File: src/hw/rtl/stli_pkg.sv
package stli_pkg;

   localparam int TableDepth = 256;
   localparam int IdxW = $clog2(TableDepth);
   localparam int CntW = IdxW + 1;

   typedef enum logic {
      CMD_INSERT = 1'b0,
      CMD_QUERY  = 1'b1
   } cmd_type;

   typedef enum logic [1:0] {
      ST_OK    = 2'd0,
      ST_DUP   = 2'd1,
      ST_FULL  = 2'd2,
      ST_EMPTY = 2'd3
   } status_type;

   typedef struct packed {
      logic               cmd;
      logic signed [31:0] coord_x;
      logic signed [31:0] coord_y;
   } req_type;

   typedef struct packed {
      logic signed [31:0] value;
      logic [1:0]         status;
   } rsp_type;

   typedef enum logic [3:0] {
      S_IDLE,
      S_SRCH_RD,
      S_SRCH_CMP,
      S_INS_DEC,
      S_SHIFT_RD,
      S_SHIFT_WR,
      S_INS_WR,
      S_Q_RD_UP,
      S_Q_RD_LO,
      S_Q_PREP,
      S_MUL,
      S_DIV,
      S_DONE
   } state_type;

   // datapath command
   typedef struct packed {
      logic load;        // capture request, reset search bounds
      logic rd_mid;      // read entry at search midpoint
      logic step_search; // narrow bounds from read entry
      logic rd_up;       // read entry at lower bound
      logic rd_lo;       // read entry at lower bound - 1
      logic rd_shift;    // read entry at shift pointer - 1
      logic wr_shift;    // write read entry at shift pointer, decrement
      logic wr_new;      // write new point at lower bound, count++
      logic prep;        // form operands for interpolation
      logic mul;         // product
      logic div_step;    // one quotient bit
      logic finish;      // form response
      status_type st;    // status for finish
      logic use_value;   // response value from interpolation
   } cmd_ctl_type;

   typedef struct packed {
      logic search_done;
      logic found_dup;
      logic table_full;
      logic table_empty;
      logic shift_done;
      logic div_done;
      logic endpoint;    // query answered by a stored y: end point or exact hit
   } dp_stat_type;

endpackage

File: src/hw/rtl/stli_ctrl.sv
module stli_ctrl
   import stli_pkg::*;
(
   input  logic        clock,
   input  logic        reset,
   input  logic        start,
   input  logic        is_query,
   input  dp_stat_type stat,
   output cmd_ctl_type ctl,
   output logic        busy,
   output logic        done
);

   state_type  state_ff, state_in;
   status_type st_ff, st_in;
   logic       val_ff, val_in;

   always_ff @(posedge clock) begin
      if (reset) begin
         state_ff <= S_IDLE;
         st_ff    <= ST_OK;
         val_ff   <= 1'b0;
      end else begin
         state_ff <= state_in;
         st_ff    <= st_in;
         val_ff   <= val_in;
      end
   end

   always_comb begin
      state_in = state_ff;
      st_in    = st_ff;
      val_in   = val_ff;
      ctl      = '0;
      ctl.st   = st_ff;
      ctl.use_value = val_ff;
      busy     = state_ff != S_IDLE;
      done     = 1'b0;
      unique case (state_ff)
         S_IDLE: begin
            if (start) begin
               ctl.load = 1'b1;
               st_in    = ST_OK;
               val_in   = 1'b0;
               state_in = S_SRCH_RD;
            end
         end
         S_SRCH_RD: begin
            if (stat.search_done) begin
               ctl.rd_up = 1'b1;
               state_in  = is_query ? S_Q_RD_UP : S_INS_DEC;
            end else begin
               ctl.rd_mid = 1'b1;
               state_in   = S_SRCH_CMP;
            end
         end
         S_SRCH_CMP: begin
            ctl.step_search = 1'b1;
            state_in = S_SRCH_RD;
         end
         S_INS_DEC: begin
            if (stat.found_dup) begin
               st_in    = ST_DUP;
               state_in = S_DONE;
            end else if (stat.table_full) begin
               st_in    = ST_FULL;
               state_in = S_DONE;
            end else begin
               state_in = S_SHIFT_RD;
            end
         end
         S_SHIFT_RD: begin
            if (stat.shift_done) begin
               state_in = S_INS_WR;
            end else begin
               ctl.rd_shift = 1'b1;
               state_in     = S_SHIFT_WR;
            end
         end
         S_SHIFT_WR: begin
            ctl.wr_shift = 1'b1;
            state_in     = S_SHIFT_RD;
         end
         S_INS_WR: begin
            ctl.wr_new = 1'b1;
            state_in   = S_DONE;
         end
         S_Q_RD_UP: begin
            if (stat.table_empty) begin
               st_in    = ST_EMPTY;
               state_in = S_DONE;
            end else begin
               ctl.rd_lo = 1'b1;
               val_in    = 1'b1;
               state_in  = S_Q_RD_LO;
            end
         end
         S_Q_RD_LO: begin
            ctl.prep = 1'b1;
            state_in = S_Q_PREP;
         end
         S_Q_PREP: begin
            state_in = stat.endpoint ? S_DONE : S_MUL;
         end
         S_MUL: begin
            ctl.mul  = 1'b1;
            state_in = S_DIV;
         end
         S_DIV: begin
            if (stat.div_done) begin
               state_in = S_DONE;
            end else begin
               ctl.div_step = 1'b1;
            end
         end
         S_DONE: begin
            ctl.finish = 1'b1;
            state_in   = S_IDLE;
            done       = 1'b1;
         end
         default: state_in = S_IDLE;
      endcase
   end

endmodule

File: config.mk
export PLATFORM = sky130hd
export DESIGN_NAME = stli_ctrl
export DESIGN_NICKNAME = d
export VERILOG_FILES = /design/src/hw/rtl/stli_pkg.sv /design/src/hw/rtl/stli_ctrl.sv
export SDC_FILE = /design/constraint.sdc
export NUM_CORES = 1
export LEC_CHECK = 0
export ABC_AREA = 1
export BUFFER_PORTS_ARGS = -buffer_cell sky130_fd_sc_hd__buf_2
export CAP_MARGIN = 10
export CORE_MARGIN = 2
export CORE_UTILIZATION = 41
export CTS_BUF_LIST = sky130_fd_sc_hd__clkbuf_4
export CTS_CLUSTER_SIZE = 12
export DETAILED_ROUTE_END_ITERATION = 7
export PLACE_DENSITY = 0.83
export SYNTH_ARGS = -nofsm -noshare
export SYNTH_HDL_FRONTEND = slang
export SYNTH_SLANG_ARGS = --single-unit
File: constraint.sdc
create_clock -name clock -period 1 [get_ports clock]
set_input_delay 0.15 -clock clock [delete_from_list [all_inputs] [get_ports clock]]
set_output_delay 0.15 -clock clock [all_outputs]
set_load 0.01 [all_outputs]
==> results of run 1 <==
[power by group through the flow]
stage                     sequential, mW  clock (mW)  combinational [mW]
after CTS                          0.405       0.278               0.863
after global placement             0.385           0               0.634
after floorplan                    0.396           0               0.400
final                              0.432       0.308                1.09
after global routing               0.435       0.330                1.16
after detailed placement           0.388           0               0.644
[cell usage after synthesis (all sizes together)]
| cell type | count | area share |
|---|---|---|
| a21oi | 2 | 0.018 |
| a31oi | 1 | 0.011 |
| buf | 2 | 0.027 |
| clkinv | 1 | 0.0067 |
| dfxtp | 7 | 0.25 |
| inv | 20 | 0.13 |
| nand2 | 32 | 0.21 |
| nand3 | 10 | 0.098 |
| nand3b | 1 | 0.013 |
| nor2 | 24 | 0.18 |
| nor3 | 1 | 0.0089 |
| o211ai | 2 | 0.027 |
| o21ai | 2 | 0.018 |
[cell families (layout without fill, tap and decap cells)]
group,after synthesis,after routing,synth area share
AND/OR/NAND/NOR,68,68,0.511
flip-flops,7,7,0.249
AO/OA/AOI/OAI,7,7,0.0733
buffers and inverters,23,77,0.167
[metal layers]
layer,routed length [um],track usage,vias to the layer above,share of wire
met3,161,0.0815,12,0.058
met4,116,0.0750,0,0.042
met1,1070,0.353,454,0.39
met2,1420,0.551,58,0.51
li1,-,-,430,-
met5,0,0,-,0
[what timing repair did]
action,in CTS,in global routing
resized for setup,30,25
endpoints found under the setup margin,20,21
pin swaps,11,9
buffers inserted,11,5
cloned,0,0
[path summary, 6_finish.rpt]
path | slack, ns | startpoint | endpoint
worst max register to register | -0.39 | state_ff[3] | st_ff[1]
worst min-delay path | 0.12 | reset | val_ff
worst max-delay path | -0.39 | state_ff[3] | st_ff[1]
worst min register to register | 0.48 | val_ff | val_ff
[metrics by stage]
step | util | worst slack (ns) | hold slack [ns]
2_1_floorplan | - | 0.000689 | 0.212
3_3_place_gp | 0.634 | -0.115 | 0.376
3_5_place_dp | 0.634 | -0.130 | 0.376
4_1_cts | 0.803 | -0.286 | 0.123
5_1_grt | 0.905 | -0.437 | 0.117
6_report | 0.905 | -0.385 | 0.120
[sequential cells by signal, indices dropped and copies added (netlist names)]
register	count
val_ff	1
st_ff	2
state_ff	4
[worst reg2reg max path: stages (launching register included)]
cell and delay (ns):
dfxtp_4 0.39, nor2_4 0.18, buf_6 0.15, nand3b_1 0.15, nand2_1 0.15, nor2_1 0.08
nor2_1 0.12, nor2_1 0.07
[area by class of cell]
type / instances / area (sq um)
multi-input combinational: 75 / 475
timing repair buffer: 52 / 384
fill: 64 / 123
tap: 15 / 18.8
inverter: 21 / 98.8
clock buffer: 4 / 30.0
sequential: 7 / 155
==> results.tsv, run 1 <==
stage	metric	value	unit
clock_tree	cts_root_buf	clkbuf_4	
power_and_ir_drop	power.share.clock	0.168	
final_layout	final_nets	171	
final_layout	instances_no_fill	174	
power_and_ir_drop	total_power	1.83	mW
power_and_ir_drop	leakagePower	0.652	nW
placed_design	detailed_place_hpwl	1220	um
worst_setup_path	critPathTopFamily	simple AND/OR/NAND/NOR gates	
worst_setup_path	critPathRequiredTime	1.15	ns
grt	grt_usage	0.307	
grt	grt_pass1_vias	762	
worst_setup_path	cp-end-kind	flip-flop	
clock_tree	clock_latency	0.26	ns
logic_synthesis	synthCells	105	
logic_synthesis	synth_area_per_cell	5.36	sq um
worst_setup_path	cpMostUsedCell	nor2_1	
power_and_ir_drop	power_frac_comb	0.596	
clock_tree	cts.hold.buffers_added	0	
worst_setup_path	cp.buffers_inverters	1	
floorplanning	num_rows	13	
floorplanning	start_util	0.438	
drt	dr.pass1.iters	4	
logic_synthesis	synth-seq-cells	7	
logic_synthesis	synth_fp_nets	116	
timing	layout_min_cycle_time	1.39	ns
timing	post-route-period-util	1.39	
floorplanning	die_area	1690	sq um
final_layout	final_common_cell	nand2_1	
worst_setup_path	r2r_cells	7	
floorplanning	die_h	41.1	um
placed_design	place_congestion	0.837	
logic_synthesis	netlist_area	563	sq um
drt	drtAntennaViolNets	0	
drt	drt_iter0_drc	48	
grt	grt_max_degree	10	
clock_tree	clk_pin_slew	0.06	ns
timing	fmax	722	MHz
clock_tree	h-tree-depth	1	
logic_synthesis	seq_area_frac_synth	0.249	
clock_tree	cts_sinks	7	
final_layout	final_cell_mix	nand2_1, buf_2, buf_4, nor2_1, buf_6	
drt	drc	0	
power_and_ir_drop	p_per_area	1580	nW/um^2
worst_setup_path	cp-start-kind	flip-flop	
grt	grt-ovfl-total	0	
floorplanning	die_w	41.1	um
worst_setup_path	critical_path.max_stage_delay	0.39	ns
timing	worstMarginPinSlew	0.238	ns
timing	worst_slack	-0.385	ns
timing	drv_slew	0	
floorplanning	pin_count	28	
run_status	status	finished with violations	
drt	viasPerCell	5.48	
logic_synthesis	synthDistinctLibCells	18	
power_and_ir_drop	internal_power	1.01	mW
clock_tree	cts_tree	built	
clock_tree	cts_inserted_buffers	3	
final_layout	antennaDiodeCount	0	
timing	rsz0062_at_grt	yes	
timing	setup_viol	21	
run_status	violations	setup timing	
worst_setup_path	arrival	1.54	ns
worst_setup_path	worstPathCellList	nor2_4 -> buf_6 -> nand3b_1 -> nand2_1 -> nor2_1 -> nor2_1 -> nor2_1	
power_and_ir_drop	sw_frac_of_total	0.447	
grt	grt_pass1_wl	3280	um
final_layout	drive_gt1_frac	0.591	
drt	routedWlPerCell	15.9	um
worst_setup_path	slowest_stage	dfxtp_4	
drt	via_count	954	
worst_setup_path	path_depth	7	
logic_synthesis	yosys_warnings	0	
placed_design	placed_area	815	sq um
worst_hold_path	hold_path_depth	2	
placed_design	io_buffers	27	
timing	hold_violations	0	
worst_setup_path	critPathKind	flip-flop to flip-flop	
grt	antenna_found_initial	0	
power_and_ir_drop	p_seq_frac	0.236	
timing	fin_skew	0.000668	ns
drt	routed_wl	2770	um
power_and_ir_drop	ir_drop	1.05	mV
placed_design	placed_cells	154	
timing	maxSlewHeadroom	0.840	
floorplanning	core_region_area	1280	sq um
job	cap_violations	0	
power_and_ir_drop	netSwitchingPower	0.818	mW
timing	fin_setup_tns	-5.87	ns
worst_hold_path	min_path_type	input pin to flip-flop	
final_layout	final_area	1160	sq um
final_layout	syn_to_final_growth	106	%
worst_setup_path	path_max_fanout	4	
clock_tree	clk_path_buf_depth	2	
Power figures use the tool's default switching activity.
==> inputs of run 2 (changes only) <==
--- a/config.mk
+++ b/config.mk
@@ -14,6 +14,8 @@
 export CTS_CLUSTER_SIZE = 12
 export DETAILED_ROUTE_END_ITERATION = 7
 export PLACE_DENSITY = 0.83
+export SETUP_SLACK_MARGIN = 0.3
+export SKIP_CTS_REPAIR_TIMING = 1
 export SYNTH_ARGS = -nofsm -noshare
 export SYNTH_HDL_FRONTEND = slang
 export SYNTH_SLANG_ARGS = --single-unit
==> results.tsv, run 2 (same netlist as run 1, synthesis figures left out) <==
stage	metric	value	unit	change
clock_tree	h-tree-depth	1		unchanged
run_status	status	finished with violations		
power_and_ir_drop	netSwitchingPower	0.731	mW	-11%
grt	grt_max_degree	10		unchanged
placed_design	io_buffers	27		unchanged
grt	antenna_found_initial	0		unchanged
timing	layout_min_cycle_time	1.37	ns	-0.0142 ns
power_and_ir_drop	ir_drop	0.962	mV	-8.6%
clock_tree	cts_sinks	7		unchanged
drt	routedWlPerCell	14.2	um	-11%
final_layout	final_area	1040	sq um	-10%
worst_setup_path	cp-start-kind	flip-flop		
drt	drtAntennaViolNets	0		unchanged
power_and_ir_drop	internal_power	0.926	mW	-8.7%
worst_setup_path	critPathRequiredTime	0.85	ns	-0.30 ns
placed_design	place_congestion	0.865		+3.3%
power_and_ir_drop	total_power	1.66	mW	-9.6%
floorplanning	die_area	1690	sq um	unchanged
final_layout	antennaDiodeCount	0		unchanged
final_layout	largest_reg_flops	4		unchanged
placed_design	placed_cells	154		unchanged
floorplanning	pin_count	28		unchanged
power_and_ir_drop	p_per_area	1590	nW/um^2	+0.86%
final_layout	syn_to_final_growth	85.1	%	
timing	fmax	729	MHz	+1.0%
grt	grt_pass1_wl	2480	um	-24%
final_layout	final_nets	161		-5.8%
timing	hold_violations	0		unchanged
worst_setup_path	path_max_fanout	4		unchanged
final_layout	final_util	0.811		-0.0935
worst_setup_path	critPathKind	flip-flop to primary output		
job	cap_violations	0		unchanged
drt	routed_wl	2330	um	-16%
worst_hold_path	min_path_type	input pin to flip-flop		
final_layout	fillers	81		+27%
power_and_ir_drop	power_frac_comb	0.551		-0.045
power_and_ir_drop	p_seq_frac	0.257		+0.021
power_and_ir_drop	sw_frac_of_total	0.441		-0.00544
floorplanning	core_region_area	1280	sq um	unchanged
clock_tree	clk_pin_slew	0.07	ns	about the same
floorplanning	die_h	41.1	um	unchanged
worst_setup_path	arrival	1.22	ns	-0.32 ns
timing	holdWs	0.117	ns	-0.00296 ns
drt	via_count	860		-9.9%
final_layout	regMostFlops	state_ff		
timing	worstMarginPinSlew	0.219	ns	-0.0196 ns
timing	rsz0062_at_grt	yes		
final_layout	instances_no_fill	164		-5.7%
timing	setup_viol	20		-4.8%
timing	post-route-period-util	1.37		-0.0142
drt	drc	0		unchanged
grt	grt_pass1_vias	639		-16%
placed_design	place_ws	-0.150	ns	-0.0208 ns
final_layout	final_cell_mix	nand2_1, buf_2, nor2_1, inv_1		
placed_design	detailed_place_hpwl	1340	um	+10%
drt	drt_iter0_drc	45		-6.3%
clock_tree	clock_latency	0.28	ns	+0.02 ns
grt	grt_usage	0.229		-0.0775
power_and_ir_drop	leakagePower	0.590	nW	-9.5%
floorplanning	num_rows	13		unchanged
drt	viasPerCell	5.24		-4.4%
timing	drv_slew	0		unchanged
timing	fin_skew	0.0170	ns	+0.0163 ns
clock_tree	clk_path_buf_depth	2		unchanged
clock_tree	cts_root_buf	clkbuf_4		
clock_tree	cts_inserted_buffers	3		unchanged
grt	grt-ovfl-total	0		unchanged
power_and_ir_drop	power.share.clock	0.192		+0.024
final_layout	reg.largest.list	state_ff: 4 flops, st_ff: 2 flops, val_ff: 1 flops		
drt	dr.pass1.iters	4		unchanged
timing	maxSlewHeadroom	0.854		+0.0136
floorplanning	start_util	0.438		unchanged
floorplanning	die_w	41.1	um	unchanged
timing	fin_setup_tns	-5.53	ns	+0.338 ns
run_status	violations	setup timing		
placed_design	placed_area	817	sq um	+0.31%
final_layout	drive_gt1_frac	0.550		-0.0409
worst_setup_path	cp-end-kind	primary output		
clock_tree	cts_tree	built		
timing	worst_slack	-0.371	ns	+0.0142 ns
-- run 2: worst paths after layout --
kind / cells past startpoint / to / startpoint / slack [ns]
max: 5 / ctl[8] / state_ff[3] / -0.37
min: 2 / state_ff[3] / reset / 0.12
max reg2reg: 8 / st_ff[0] / state_ff[3] / -0.31
min reg2reg: 2 / st_ff[1] / st_ff[1] / 0.50
-- run 2: worst max-delay path, cell delays in order (launching register included) --
cell and delay [ns]:
dfxtp_4 0.39, inv_6 0.09, nand2_4 0.07, buf_6 0.12, nor2_1 0.12, buf_2 0.14
-- run 2: power by group through the flow --
stage | Sequential [mW] | Combinational, mW | Clock [mW]
after CTS | 0.387 | 0.664 | 0.309
after floorplan | 0.396 | 0.406 | 0
after global routing | 0.430 | 0.978 | 0.337
final | 0.426 | 0.913 | 0.318
after global placement | 0.385 | 0.644 | 0
after detailed placement | 0.392 | 0.660 | 0
-- run 2: layout make-up --
class | count | area, sq um | share of cell area
multi-input cells | 75 | 438 | 0.420
flip-flops and latches | 7 | 159 | 0.152
well taps | 15 | 18.8 | 0.0180
inverters | 21 | 98.8 | 0.0948
clock buffers | 4 | 30.0 | 0.0288
repair buffers | 42 | 298 | 0.286
-- run 2: per-layer routing --
layer | global-route usage | part of all wire | routed length (um)
met3 | 0.0652 | 0.053 | 123
met5 | 0 | 0 | 0
met4 | 0.0667 | 0.059 | 137
met1 | 0.245 | 0.38 | 888
met2 | 0.426 | 0.51 | 1180
